**config.mk**
```make
export PLATFORM = sky130hd
export DESIGN_NAME = light_start_detect_calibrate_core
export DESIGN_NICKNAME = d
export VERILOG_FILES = /design/src/design/lsdc_pkg.sv /design/src/design/lsdc_div3.sv /design/src/design/lsdc_divider.sv /design/src/design/light_start_detect_calibrate_core.sv
export VERILOG_INCLUDE_DIRS = /design/src /design/src/design
export SDC_FILE = /design/constraint.sdc
export NUM_CORES = 2
export LEC_CHECK = 0
export ABC_CLOCK_PERIOD_IN_PS = 19500
export BUFFER_PORTS_ARGS = -buffer_cell sky130_fd_sc_hd__clkbuf_2
export CORE_AREA = 4 4 348 350
export CTS_BUF_LIST = sky130_fd_sc_hd__clkbuf_4 sky130_fd_sc_hd__clkbuf_8
export DETAILED_ROUTE_END_ITERATION = 12
export DIE_AREA = 0 0 352 354
export GPL_ROUTABILITY_DRIVEN = 0
export MAX_ROUTING_LAYER = met4
export PLACE_DENSITY = 0.67
export SYNTH_ARGS = -nofsm -noshare
export SYNTH_HDL_FRONTEND = slang
export SYNTH_SLANG_ARGS = --single-unit
```
**constraint.sdc**
```tcl
create_clock -name clock -period 19.5 [get_ports clock]
set_input_delay 1.95 -clock clock [delete_from_list [all_inputs] [get_ports clock]]
set_output_delay 1.95 -clock clock [all_outputs]
set_load 0.01 [all_outputs]
```
**src/design/light_start_detect_calibrate_core_macros.svh**
```systemverilog
// ----------------------------------------------------------------------------
// Assertion macros for the light start detect and calibrate core
// Concurrent checks that are compiled out when SYNTHESIS is defined.
// ----------------------------------------------------------------------------
`ifndef LIGHT_START_DETECT_CALIBRATE_CORE_MACROS_SVH
`define LIGHT_START_DETECT_CALIBRATE_CORE_MACROS_SVH

`ifndef SYNTHESIS

// Check that cons holds in the same cycle as ante
`define LSDC_ASSERT_SAME(label, clk, rst, ante, cons) \
   label: assert property (@(posedge clk) disable iff (rst) (ante) |-> (cons)) \
      else $error("lsdc same-cycle check failed");

// Check that cons holds in the cycle after ante
`define LSDC_ASSERT_NEXT(label, clk, rst, ante, cons) \
   label: assert property (@(posedge clk) disable iff (rst) (ante) |=> (cons)) \
      else $error("lsdc next-cycle check failed");

`else

`define LSDC_ASSERT_SAME(label, clk, rst, ante, cons)
`define LSDC_ASSERT_NEXT(label, clk, rst, ante, cons)

`endif

`endif

```
**src/design/lsdc_pkg.sv**
```systemverilog
// ----------------------------------------------------------------------------
// Light start detect and calibrate package
// Widths, reset values, register indexes and shared types of the core.
// ----------------------------------------------------------------------------
package lsdc_pkg;

   // Field and state widths
   localparam int NUM_SENSORS  = 3;
   localparam int SAMPLE_W     = 16;
   localparam int CLAMP_W      = 15;
   localparam int SUM3_W       = 17;
   localparam int MEAN_W       = 15;
   localparam int STAT_W       = 16;
   localparam int TIME_W       = 32;
   localparam int RATIO_W      = 16;
   localparam int DELTA_W      = 16;
   localparam int COUNT_W      = 32;
   localparam int DARK_SUM_W   = 48;
   localparam int PROD_W       = 32;
   localparam int PHASE_W      = 2;
   localparam int RATIO_FRAC_W = 8;

   // Configuration port
   localparam int CSR_INDEX_W = 2;
   localparam int CSR_DATA_W  = 32;

   localparam logic [CSR_INDEX_W-1:0] CSR_MIN_DARK_MS      = 2'd0;
   localparam logic [CSR_INDEX_W-1:0] CSR_SETTLE_BRIGHT_MS = 2'd1;
   localparam logic [CSR_INDEX_W-1:0] CSR_JUMP_RATIO_Q8    = 2'd2;
   localparam logic [CSR_INDEX_W-1:0] CSR_JUMP_DELTA       = 2'd3;

   localparam logic [TIME_W-1:0]  MIN_DARK_MS_RESET      = 32'd300;
   localparam logic [TIME_W-1:0]  SETTLE_BRIGHT_MS_RESET = 32'd80;
   localparam logic [RATIO_W-1:0] JUMP_RATIO_Q8_RESET    = 16'd256;
   localparam logic [DELTA_W-1:0] JUMP_DELTA_RESET       = 16'd40;

   // Calibration phases
   localparam logic [PHASE_W-1:0] PHASE_DARK   = 2'd0;
   localparam logic [PHASE_W-1:0] PHASE_BRIGHT = 2'd1;
   localparam logic [PHASE_W-1:0] PHASE_DONE   = 2'd2;

   localparam logic [STAT_W-1:0]  MIN_RESET = '1;
   localparam logic [COUNT_W-1:0] COUNT_MAX = '1;

   // Serial dividers
   localparam int MEAN_DIVISOR = 3;
   localparam int DIV3_STEPS   = SUM3_W;
   localparam int DIV3_CNT_W   = $clog2(DIV3_STEPS);
   localparam int DIV_STEPS    = DARK_SUM_W;
   localparam int DIV_CNT_W    = $clog2(DIV_STEPS);

   // Status of a serial unit towards the sequencer
   typedef struct packed {
      logic busy;
      logic done;
   } unit_status_type;

endpackage

```
**src/design/lsdc_div3.sv**
```systemverilog
// ----------------------------------------------------------------------------
// Serial divide by three
// Restoring division of the three-sample sum, one dividend bit per cycle.
// ----------------------------------------------------------------------------
module lsdc_div3 import lsdc_pkg::*; (
   input  logic                clock,
   input  logic                reset,
   input  logic                start,
   input  logic [SUM3_W-1:0]   dividend,
   output logic [MEAN_W-1:0]   quotient,
   output unit_status_type     status
);

   logic [SUM3_W-1:0]     dvd_ff, dvd_in;
   logic [1:0]            rem_ff, rem_in;
   logic [MEAN_W-1:0]     quo_ff, quo_in;
   logic [DIV3_CNT_W-1:0] cnt_ff, cnt_in;
   logic                  busy_ff, busy_in;
   logic                  done_ff, done_in;
   logic [2:0]            trial;
   logic                  fits;

   // Form one quotient bit per step
   always_comb begin
      trial  = {rem_ff, dvd_ff[SUM3_W-1]};
      fits   = (trial >= 3'(MEAN_DIVISOR));
      dvd_in = dvd_ff;
      rem_in = rem_ff;
      quo_in = quo_ff;
      cnt_in = cnt_ff;
      busy_in = busy_ff;
      done_in = 1'b0;
      if (start) begin
         dvd_in  = dividend;
         rem_in  = '0;
         cnt_in  = '0;
         busy_in = 1'b1;
      end else if (busy_ff) begin
         dvd_in = {dvd_ff[SUM3_W-2:0], 1'b0};
         rem_in = fits ? 2'(trial - 3'(MEAN_DIVISOR)) : trial[1:0];
         quo_in = {quo_ff[MEAN_W-2:0], fits};
         cnt_in = cnt_ff + 1'b1;
         if (cnt_ff == DIV3_CNT_W'(DIV3_STEPS - 1)) begin
            busy_in = 1'b0;
            done_in = 1'b1;
         end
      end
   end

   // Hold control and datapath registers
   always_ff @(posedge clock) begin
      dvd_ff <= dvd_in;
      rem_ff <= rem_in;
      quo_ff <= quo_in;
      cnt_ff <= cnt_in;
      if (reset) begin
         busy_ff <= 1'b0;
         done_ff <= 1'b0;
      end else begin
         busy_ff <= busy_in;
         done_ff <= done_in;
      end
   end

   assign quotient    = quo_ff;
   assign status.busy = busy_ff;
   assign status.done = done_ff;

endmodule

```
**src/design/lsdc_divider.sv**
```systemverilog
// ----------------------------------------------------------------------------
// Serial dark mean divider
// Restoring division of the dark sum by the dark count, one bit per cycle;
// keeps the low 16 quotient bits.
// ----------------------------------------------------------------------------
module lsdc_divider import lsdc_pkg::*; (
   input  logic                  clock,
   input  logic                  reset,
   input  logic                  start,
   input  logic [DARK_SUM_W-1:0] dividend,
   input  logic [COUNT_W-1:0]    divisor,
   output logic [STAT_W-1:0]     quotient,
   output unit_status_type       status
);

   logic [DARK_SUM_W-1:0] dvd_ff, dvd_in;
   logic [COUNT_W-1:0]    dvs_ff, dvs_in;
   logic [COUNT_W-1:0]    rem_ff, rem_in;
   logic [STAT_W-1:0]     quo_ff, quo_in;
   logic [DIV_CNT_W-1:0]  cnt_ff, cnt_in;
   logic                  busy_ff, busy_in;
   logic                  done_ff, done_in;
   logic [COUNT_W:0]      trial;
   logic                  fits;

   // Shift in one dividend bit and try a subtract
   always_comb begin
      trial   = {rem_ff, dvd_ff[DARK_SUM_W-1]};
      fits    = (trial >= {1'b0, dvs_ff});
      dvd_in  = dvd_ff;
      dvs_in  = dvs_ff;
      rem_in  = rem_ff;
      quo_in  = quo_ff;
      cnt_in  = cnt_ff;
      busy_in = busy_ff;
      done_in = 1'b0;
      if (start) begin
         dvd_in  = dividend;
         dvs_in  = divisor;
         rem_in  = '0;
         cnt_in  = '0;
         busy_in = 1'b1;
      end else if (busy_ff) begin
         dvd_in = {dvd_ff[DARK_SUM_W-2:0], 1'b0};
         rem_in = fits ? COUNT_W'(trial - {1'b0, dvs_ff}) : trial[COUNT_W-1:0];
         quo_in = {quo_ff[STAT_W-2:0], fits};
         cnt_in = cnt_ff + 1'b1;
         if (cnt_ff == DIV_CNT_W'(DIV_STEPS - 1)) begin
            busy_in = 1'b0;
            done_in = 1'b1;
         end
      end
   end

   // Hold control and datapath registers
   always_ff @(posedge clock) begin
      dvd_ff <= dvd_in;
      dvs_ff <= dvs_in;
      rem_ff <= rem_in;
      quo_ff <= quo_in;
      cnt_ff <= cnt_in;
      if (reset) begin
         busy_ff <= 1'b0;
         done_ff <= 1'b0;
      end else begin
         busy_ff <= busy_in;
         done_ff <= done_in;
      end
   end

   assign quotient    = quo_ff;
   assign status.busy = busy_ff;
   assign status.done = done_ff;

endmodule

```
**src/design/light_start_detect_calibrate_core.sv**
```systemverilog
// ----------------------------------------------------------------------------
// Light start detect and calibrate core
// Tracks dark minima and a long-term dark mean over three light sensors,
// detects the jump to light and then collects per-sensor maxima.
// ----------------------------------------------------------------------------
//  channel   direction  handshake            payload
//  req       in         req_valid/req_stall  samples a..c, now_ms, restart
//  rsp       out        rsp_valid/rsp_stall  phase, finished, min, max, means
//  csr       in         csr_write            csr_index, csr_data
//
//  A restart item goes straight to the finish state; other items wait on the
//  17-step serial divide by three of the sample sum.
//  Once the dark window has run out, a dark phase item also runs the
//  48-step serial dark mean divider, then a multiply and a compare state.
//  Reset loads register defaults and clears the control and calibration state.
//  A result waiting on rsp_stall holds the next item in the sequencer only
//  after that item's own work is done.
// ----------------------------------------------------------------------------
`include "light_start_detect_calibrate_core_macros.svh"

module light_start_detect_calibrate_core import lsdc_pkg::*; (
   input  logic                    clock,
   input  logic                    reset,
   // input items
   input  logic                    req_valid,
   output logic                    req_stall,
   input  logic signed [SAMPLE_W-1:0] req_sample_a,
   input  logic signed [SAMPLE_W-1:0] req_sample_b,
   input  logic signed [SAMPLE_W-1:0] req_sample_c,
   input  logic [TIME_W-1:0]       req_now_ms,
   input  logic                    req_restart,
   // result items
   output logic                    rsp_valid,
   input  logic                    rsp_stall,
   output logic [PHASE_W-1:0]      rsp_phase,
   output logic                    rsp_finished,
   output logic [STAT_W-1:0]       rsp_min_a,
   output logic [STAT_W-1:0]       rsp_min_b,
   output logic [STAT_W-1:0]       rsp_min_c,
   output logic [STAT_W-1:0]       rsp_max_a,
   output logic [STAT_W-1:0]       rsp_max_b,
   output logic [STAT_W-1:0]       rsp_max_c,
   output logic [STAT_W-1:0]       rsp_dark_mean,
   output logic [STAT_W-1:0]       rsp_current_mean,
   // configuration
   input  logic                    csr_write,
   input  logic [CSR_INDEX_W-1:0]  csr_index,
   input  logic [CSR_DATA_W-1:0]   csr_data
);

   typedef enum logic [2:0] {
      ST_IDLE,
      ST_MEAN,
      ST_UPDATE,
      ST_DIVIDE,
      ST_MUL,
      ST_CHECK,
      ST_FINISH
   } state_type;

   state_type state_ff, state_in;

   // Configuration registers
   logic [TIME_W-1:0]  min_dark_ff, settle_bright_ff;
   logic [RATIO_W-1:0] jump_ratio_ff;
   logic [DELTA_W-1:0] jump_delta_ff;

   // Item registers
   logic [CLAMP_W-1:0] samp_ff [NUM_SENSORS];
   logic [CLAMP_W-1:0] samp_in [NUM_SENSORS];
   logic [TIME_W-1:0]  now_ff, now_in;
   logic [MEAN_W-1:0]  mean_ff, mean_in;
   logic [PROD_W-1:0]  prod_ff, prod_in;

   // Calibration state
   logic [PHASE_W-1:0]    phase_ff, phase_in;
   logic [TIME_W-1:0]     start_ms_ff, start_ms_in;
   logic [STAT_W-1:0]     min_ff [NUM_SENSORS];
   logic [STAT_W-1:0]     min_in [NUM_SENSORS];
   logic [STAT_W-1:0]     max_ff [NUM_SENSORS];
   logic [STAT_W-1:0]     max_in [NUM_SENSORS];
   logic [COUNT_W-1:0]    dark_count_ff, dark_count_in;
   logic [DARK_SUM_W-1:0] dark_sum_ff, dark_sum_in;
   logic [STAT_W-1:0]     dark_mean_ff, dark_mean_in;

   // Result register
   logic                  rsp_valid_ff, rsp_valid_in;
   logic [PHASE_W-1:0]    rsp_phase_ff, rsp_phase_in;
   logic                  rsp_finished_ff, rsp_finished_in;
   logic [STAT_W-1:0]     rsp_min_ff [NUM_SENSORS];
   logic [STAT_W-1:0]     rsp_min_in [NUM_SENSORS];
   logic [STAT_W-1:0]     rsp_max_ff [NUM_SENSORS];
   logic [STAT_W-1:0]     rsp_max_in [NUM_SENSORS];
   logic [STAT_W-1:0]     rsp_dark_mean_ff, rsp_dark_mean_in;
   logic [STAT_W-1:0]     rsp_cur_mean_ff, rsp_cur_mean_in;

   // Serial units
   logic                  div3_start;
   logic [SUM3_W-1:0]     sample_sum;
   logic [MEAN_W-1:0]     div3_quotient;
   unit_status_type       div3_status;
   logic                  div_start;
   logic [STAT_W-1:0]     div_quotient;
   unit_status_type       div_status;

   logic [CLAMP_W-1:0]    clamp [NUM_SENSORS];
   logic [SAMPLE_W-1:0]   raw [NUM_SENSORS];
   logic [TIME_W-1:0]     elapsed;
   logic [STAT_W-1:0]     delta_target;
   logic                  ratio_ok, delta_ok;
   logic                  accept, rsp_free;

   // Clamp negative samples to zero
   always_comb begin
      raw[0] = req_sample_a;
      raw[1] = req_sample_b;
      raw[2] = req_sample_c;
      for (int i = 0; i < NUM_SENSORS; i++) begin
         clamp[i] = raw[i][SAMPLE_W-1] ? '0 : raw[i][CLAMP_W-1:0];
      end
   end

   assign sample_sum = SUM3_W'(clamp[0]) + SUM3_W'(clamp[1]) + SUM3_W'(clamp[2]);
   assign accept     = (state_ff == ST_IDLE) && req_valid;
   assign rsp_free   = !rsp_valid_ff || !rsp_stall;
   assign elapsed    = now_ff - start_ms_ff;
   assign ratio_ok   = (PROD_W'({mean_ff, RATIO_FRAC_W'(0)}) >= prod_ff);
   assign delta_target = dark_mean_ff + jump_delta_ff;
   assign delta_ok   = (STAT_W'(mean_ff) >= delta_target);

   // Sequence one item through mean, update, dark mean and jump test, or a restart, to the result
   always_comb begin
      state_in      = state_ff;
      samp_in       = samp_ff;
      now_in        = now_ff;
      mean_in       = mean_ff;
      prod_in       = prod_ff;
      phase_in      = phase_ff;
      start_ms_in   = start_ms_ff;
      min_in        = min_ff;
      max_in        = max_ff;
      dark_count_in = dark_count_ff;
      dark_sum_in   = dark_sum_ff;
      dark_mean_in  = dark_mean_ff;
      rsp_valid_in     = rsp_valid_ff && rsp_stall;
      rsp_phase_in     = rsp_phase_ff;
      rsp_finished_in  = rsp_finished_ff;
      rsp_min_in       = rsp_min_ff;
      rsp_max_in       = rsp_max_ff;
      rsp_dark_mean_in = rsp_dark_mean_ff;
      rsp_cur_mean_in  = rsp_cur_mean_ff;
      div3_start    = 1'b0;
      div_start     = 1'b0;

      case (state_ff)
         ST_IDLE: begin
            if (accept) begin
               samp_in = clamp;
               now_in  = req_now_ms;
               if (req_restart) begin
                  // clear all calibration state, use no sample
                  phase_in      = PHASE_DARK;
                  start_ms_in   = req_now_ms;
                  for (int i = 0; i < NUM_SENSORS; i++) begin
                     min_in[i] = MIN_RESET;
                     max_in[i] = '0;
                  end
                  dark_count_in = '0;
                  dark_sum_in   = '0;
                  dark_mean_in  = '0;
                  mean_in       = '0;
                  state_in      = ST_FINISH;
               end else begin
                  div3_start = 1'b1;
                  state_in   = ST_MEAN;
               end
            end
         end
         ST_MEAN: begin
            if (div3_status.done) begin
               mean_in  = div3_quotient;
               state_in = ST_UPDATE;
            end
         end
         ST_UPDATE: begin
            state_in = ST_FINISH;
            case (phase_ff)
               PHASE_DARK: begin
                  for (int i = 0; i < NUM_SENSORS; i++) begin
                     if (STAT_W'(samp_ff[i]) < min_ff[i]) begin
                        min_in[i] = STAT_W'(samp_ff[i]);
                     end
                  end
                  // saturate the count, freeze the sum with it
                  if (dark_count_ff != COUNT_MAX) begin
                     dark_count_in = dark_count_ff + 1'b1;
                     dark_sum_in   = dark_sum_ff + DARK_SUM_W'(mean_ff);
                  end
                  if (elapsed >= min_dark_ff) begin
                     div_start = 1'b1;
                     state_in  = ST_DIVIDE;
                  end
               end
               PHASE_BRIGHT: begin
                  for (int i = 0; i < NUM_SENSORS; i++) begin
                     if (STAT_W'(samp_ff[i]) > max_ff[i]) begin
                        max_in[i] = STAT_W'(samp_ff[i]);
                     end
                  end
                  if (elapsed >= settle_bright_ff) begin
                     phase_in    = PHASE_DONE;
                     start_ms_in = now_ff;
                  end
               end
               default: begin
                  // done: the state stays as it is
               end
            endcase
         end
         ST_DIVIDE: begin
            if (div_status.done) begin
               dark_mean_in = div_quotient;
               state_in     = ST_MUL;
            end
         end
         ST_MUL: begin
            prod_in  = PROD_W'(jump_ratio_ff) * PROD_W'(dark_mean_ff);
            state_in = ST_CHECK;
         end
         ST_CHECK: begin
            // both jump tests pass: seed maxima and enter bright settle
            if (ratio_ok && delta_ok) begin
               for (int i = 0; i < NUM_SENSORS; i++) begin
                  if (STAT_W'(samp_ff[i]) > max_ff[i]) begin
                     max_in[i] = STAT_W'(samp_ff[i]);
                  end
               end
               phase_in    = PHASE_BRIGHT;
               start_ms_in = now_ff;
            end
            state_in = ST_FINISH;
         end
         ST_FINISH: begin
            if (rsp_free) begin
               rsp_valid_in     = 1'b1;
               rsp_phase_in     = phase_ff;
               rsp_finished_in  = (phase_ff >= PHASE_DONE);
               rsp_min_in       = min_ff;
               rsp_max_in       = max_ff;
               rsp_dark_mean_in = dark_mean_ff;
               rsp_cur_mean_in  = STAT_W'(mean_ff);
               state_in         = ST_IDLE;
            end
         end
         default: begin
            state_in = ST_IDLE;
         end
      endcase
   end

   // Hold state, calibration registers and the result register
   always_ff @(posedge clock) begin
      samp_ff          <= samp_in;
      now_ff           <= now_in;
      mean_ff          <= mean_in;
      prod_ff          <= prod_in;
      rsp_phase_ff     <= rsp_phase_in;
      rsp_finished_ff  <= rsp_finished_in;
      rsp_min_ff       <= rsp_min_in;
      rsp_max_ff       <= rsp_max_in;
      rsp_dark_mean_ff <= rsp_dark_mean_in;
      rsp_cur_mean_ff  <= rsp_cur_mean_in;
      if (reset) begin
         state_ff      <= ST_IDLE;
         rsp_valid_ff  <= 1'b0;
         phase_ff      <= PHASE_DARK;
         start_ms_ff   <= '0;
         for (int i = 0; i < NUM_SENSORS; i++) begin
            min_ff[i] <= MIN_RESET;
            max_ff[i] <= '0;
         end
         dark_count_ff <= '0;
         dark_sum_ff   <= '0;
         dark_mean_ff  <= '0;
      end else begin
         state_ff      <= state_in;
         rsp_valid_ff  <= rsp_valid_in;
         phase_ff      <= phase_in;
         start_ms_ff   <= start_ms_in;
         min_ff        <= min_in;
         max_ff        <= max_in;
         dark_count_ff <= dark_count_in;
         dark_sum_ff   <= dark_sum_in;
         dark_mean_ff  <= dark_mean_in;
      end
   end

   // Write configuration registers
   always_ff @(posedge clock) begin
      if (reset) begin
         min_dark_ff      <= MIN_DARK_MS_RESET;
         settle_bright_ff <= SETTLE_BRIGHT_MS_RESET;
         jump_ratio_ff    <= JUMP_RATIO_Q8_RESET;
         jump_delta_ff    <= JUMP_DELTA_RESET;
      end else if (csr_write) begin
         case (csr_index)
            CSR_MIN_DARK_MS:      min_dark_ff      <= csr_data;
            CSR_SETTLE_BRIGHT_MS: settle_bright_ff <= csr_data;
            CSR_JUMP_RATIO_Q8:    jump_ratio_ff    <= csr_data[RATIO_W-1:0];
            CSR_JUMP_DELTA:       jump_delta_ff    <= csr_data[DELTA_W-1:0];
            default: begin
            end
         endcase
      end
   end

   lsdc_div3 u_div3 (
      .clock    (clock),
      .reset    (reset),
      .start    (div3_start),
      .dividend (sample_sum),
      .quotient (div3_quotient),
      .status   (div3_status)
   );

   lsdc_divider u_divider (
      .clock    (clock),
      .reset    (reset),
      .start    (div_start),
      .dividend (dark_sum_in),
      .divisor  (dark_count_in),
      .quotient (div_quotient),
      .status   (div_status)
   );

   // Drive ports
   assign req_stall        = (state_ff != ST_IDLE);
   assign rsp_valid        = rsp_valid_ff;
   assign rsp_phase        = rsp_phase_ff;
   assign rsp_finished     = rsp_finished_ff;
   assign rsp_min_a        = rsp_min_ff[0];
   assign rsp_min_b        = rsp_min_ff[1];
   assign rsp_min_c        = rsp_min_ff[2];
   assign rsp_max_a        = rsp_max_ff[0];
   assign rsp_max_b        = rsp_max_ff[1];
   assign rsp_max_c        = rsp_max_ff[2];
   assign rsp_dark_mean    = rsp_dark_mean_ff;
   assign rsp_current_mean = rsp_cur_mean_ff;

   // Checks
   `LSDC_ASSERT_SAME(a_units_idle, clock, reset, !req_stall, !div3_status.busy && !div_status.busy)
   `LSDC_ASSERT_SAME(a_div_done_in_divide, clock, reset, div_status.done, state_ff == ST_DIVIDE)
   `LSDC_ASSERT_SAME(a_phase_legal, clock, reset, 1'b1, phase_ff <= PHASE_DONE)
   `LSDC_ASSERT_SAME(a_dark_no_max, clock, reset, phase_ff == PHASE_DARK, max_ff[0] == '0 && max_ff[1] == '0 && max_ff[2] == '0)
   `LSDC_ASSERT_NEXT(a_restart_clears, clock, reset, accept && req_restart, phase_ff == PHASE_DARK && dark_count_ff == '0 && mean_ff == '0)

endmodule

```
==> impl_metrics.py <==
metrics = {
    "run_status": {
        "status": "finished clean",
    },
    "synthesis": {
        "synthMuxAreaShare_pct": 2.67,
        "synth_simple_gate_area_share_pct": 14.9,
        "synth_cell_types": 103,
        "syn_area_um2": 46800,
        "synth_seq_cells": 751,
        "synthAdderAreaFrac_pct": 19.8,
        "synth_top_area_cell": "edfxtp_1",
        "syn_avg_cell_area_um2": 9.73,
        "netlist_top_cells_area": "edfxtp_1 (24%), dfxtp_1 (16%), ha_1 (11%)",
        "synth_compound_area_share_pct": 13.9,
        "yosysTopAreaCellShare_pct": 24.3,
        "synthCells": 4812,
        "synth_top_family_by_area": "adder cells",
        "ys.flop_type": "edfxtp_1",
        "synth_warnings": 0,
        "synthArstFlopShare_pct": 0,
        "synth_edf_count": 379,
        "synth_xor_area_share_pct": 2.36,
        "yosysSeqAreaShare_pct": 40.2,
    },
    "global_route": {
        "grt_pass1_vias": 35261,
        "antenna_found_initial": 12,
        "grt_max_degree": 83,
        "grtUsageTotal_pct": 20.4,
        "grt_pass1_wl_um": 198000,
        "grt_overflow_total": 0,
    },
    "finish": {
        "multi_input_area_um2": 25200,
        "n_fill_cell": 11077,
        "syn_to_final_growth_pct": 11.6,
        "fin_cells": 6671,
        "fin_util_pct": 44.4,
        "drive_gt1_share_pct": 11.5,
        "ff_latch_area_um2": 18800,
        "finalNetCount": 5749,
    },
    "pwr": {
        "powerDensity_nw_per_um2": 118,
        "p_leak_uw": 0.0226,
        "ir_drop_mv": 0.0916,
        "p_total_uw": 6180,
    },
    "timing": {
        "rsz0062_at_grt": "no",
        "fmax_ghz": 0.138,
        "worst_pin_slew_ps": 1310,
        "finalSetupViolCount": 0,
        "period_needed_ps": 7240,
        "fin_crit_sh_pct": 37.1,
        "finClkSkew_ps": 62.9,
        "hold_viol_final": 0,
        "setup_ws_ps": 12260,
        "max_slew_margin_pct": 12.3,
        "setup_tns_ps": 0,
        "slew_violations": 0,
    },
    "detailed_routing": {
        "vias_per_cell": 5.37,
        "wl_per_cell_um": 18.7,
        "first_iter_violations": 2694,
        "drt-pass1-iter-count": 6,
        "vias": 35854,
        "totalWireLength_um": 125000,
        "final_antenna_net_count": 0,
        "drc": 0,
    },
    "hold_path": {
        "worstHoldPathType": "flip-flop to flip-flop",
    },
    "clock_network": {
        "clk_pin_slew_ps": 70,
        "insertion_delay_ps": 850,
        "cts.hold.buffers_added": 0,
        "cts-root-buf": "clkbuf_8",
        "cts_tree": "done",
        "cts_buffers": 133,
        "clk_path_buf_depth": 3,
        "post_cts_buffers": 0,
        "cts_sinks": 751,
        "cts_htree_levels": 4,
        "ctsResizeCount": 0,
    },
    "die": {
        "die_w_um": 352,
        "dieArea_um2": 125000,
        "start_util_pct": 39.8,
        "row_count": 126,
        "fp.dieH_um": 354,
        "core_area_um2": 118000,
        "boundaryPins": 253,
    },
    "job": {
        "drv_cap": 0,
    },
    "critical_path": {
        "slowest_delay_ps": 910,
        "path_max_fanout": 19,
        "worstSetupStartpointType": "flip-flop",
        "path_class": "flip-flop to flip-flop",
        "path_cells": "nand2_1, fa_1, inv_1, fa_1, inv_1, fa_1, inv_1, fa_1, fa_1, inv_1, fa_1, inv_1, ha_1, and2_1, a221oi_1, o21ai_0, o21ai_0, o21a_1, o31ai_1, a211oi_1, a21oi_1, xnor2_1",
        "crit_top_cell": "fa_1",
        "crit_arrival_ps": 7800,
        "cp.required_ps": 20060,
        "end_kind": "flip-flop",
        "cp_slowest_cell": "dfxtp_1",
    },
    "placement": {
        "dpl.hpwl_um": 90400,
        "port_buffers": 248,
        "dp.cells": 6419,
        "dp_slack_ps": 12320,
    },
}
## where the power goes
group | total (uW) | internal [uW] | switching, uW
clock network | 1550 | 859 | 691
registers | 2250 | 2040 | 204
logic | 2390 | 914 | 1470
total | 6180 | 3820 | 2370
## flip-flops by register name (all words and copies together) (netlist names), 17 cells and up
| signal | cells |
|---|---|
| u_divider.rem_ff | 32 |
| dark_count_ff | 32 |
| min_dark_ff | 32 |
| u_divider.dvs_ff | 32 |
| start_ms_ff | 32 |
| dark_sum_ff | 48 |
| samp_ff | 45 |
| settle_bright_ff | 32 |
| min_ff | 48 |
| u_div3.dvd_ff | 17 |
| prod_ff | 32 |
| max_ff | 45 |
| now_ff | 32 |
| u_divider.dvd_ff | 48 |
## logic make-up after synthesis
logic type / after synthesis
AOI/OAI and AO/OA: 1003
xor gates and xnor gates: 126
adders and majority gates: 611
buffers and inverters: 740
DFF: 751
muxes: 123
other: 1
and+or+nand+nor: 1457
## per-stage QoR
stage | hold slack (ps) | cell area [um^2]
floorplan | 406 | 46800
global placement | 421 | 49400
detailed placement | 425 | 49400
CTS | 432 | 52300
global route | 454 | 52300
finish | 429 | 52300
## worst max-delay path, delay by kind of cell, from the launching register on
family,cells,cell delay (ps)
buffers and inverters,5,330
and+or+nand+nor,2,340
xor gates and xnor gates,1,150
AOI/OAI and AO/OA,7,2050
adders and majority gates,7,3190
DFF,1,910
## placed cells by master, fill, tap and decap left out, drive strengths merged, types with 20 or more instances in the layout
cell / synthesis / final
inv: 520 / 526
nand2: 497 / 497
clkbuf: 177 / 448
ha: 397 / 397
edfxtp: 379 / 379
dfxtp: 372 / 372
nor2: 367 / 367
a21oi: 348 / 348
fa: 214 / 214
and2: 165 / 165
o21ai: 150 / 150
mux2i: 112 / 112
a21o: 104 / 104
nand3: 86 / 86
xnor2: 80 / 80
a211oi: 76 / 76
nor2b: 70 / 70
nand4: 59 / 59
and3: 54 / 54
xor2: 46 / 46
a32oi: 46 / 46
nor3: 40 / 40
buf: 42 / 39
a31oi: 37 / 37
o21a: 34 / 34
clkinv: 1 / 33
o31ai: 31 / 31
nand2b: 28 / 28
o211ai: 28 / 28
o21bai: 22 / 22
or3: 20 / 20
## synthesized netlist by cell type, types with 27 or more instances
cell and number:
nor2_1 365, xnor2_1 80, edfxtp_1 379, inv_1 519
nand2_1 497, and3_1 51, xor2_1 46, nand4_1 58
fa_1 214, nor3_1 38, a31oi_1 37, a32oi_1 46
o211ai_1 27, and2_1 162, mux2i_1 112, ha_1 397
clkbuf_1 176, dfxtp_1 372, a21oi_1 348, o31ai_1 29
o21ai_0 144, o21a_1 34, nand2b_1 28, nor2b_1 69
a211oi_1 76, nand3_1 85, a21o_1 104
## metal layers
metal,up-vias,part of all wire [%],track usage (%)
met2,1086,46,32.1
li1,17128,-,-
met5,-,0,-
met1,17405,44,26.6
met4,0,3.3,7.33
met3,235,6.4,3.65
## worst paths after layout
check / start / end / slack, ps / depth (start not counted)
setup / recovery: dark_mean_ff[9]$_SDFFE_PP0P_ / prod_ff[31]$_DFFE_PP_ / 12260 / 22
hold / removal: u_divider.quotient[4]$_DFFE_PP_ / u_divider.quotient[5]$_DFFE_PP_ / 430 / 0
setup reg to reg: dark_mean_ff[9]$_SDFFE_PP0P_ / prod_ff[31]$_DFFE_PP_ / 12260 / 22
hold reg to reg: u_divider.quotient[4]$_DFFE_PP_ / u_divider.quotient[5]$_DFFE_PP_ / 430 / 0
## cell type report
| class | instances | share of cell area (%) |
|---|---|---|
| clock buffer | 200 | 4.65 |
| multi-input combinational | 3324 | 48.2 |
| timing repair buffer | 287 | 2.95 |
| clock inverter | 44 | 0.728 |
| inverter | 521 | 3.75 |
| antenna | 8 | 0.0383 |
| sequential | 751 | 36.0 |
| tap | 1536 | 3.68 |
No activity file was read; power rests on OpenSTA's default activity.
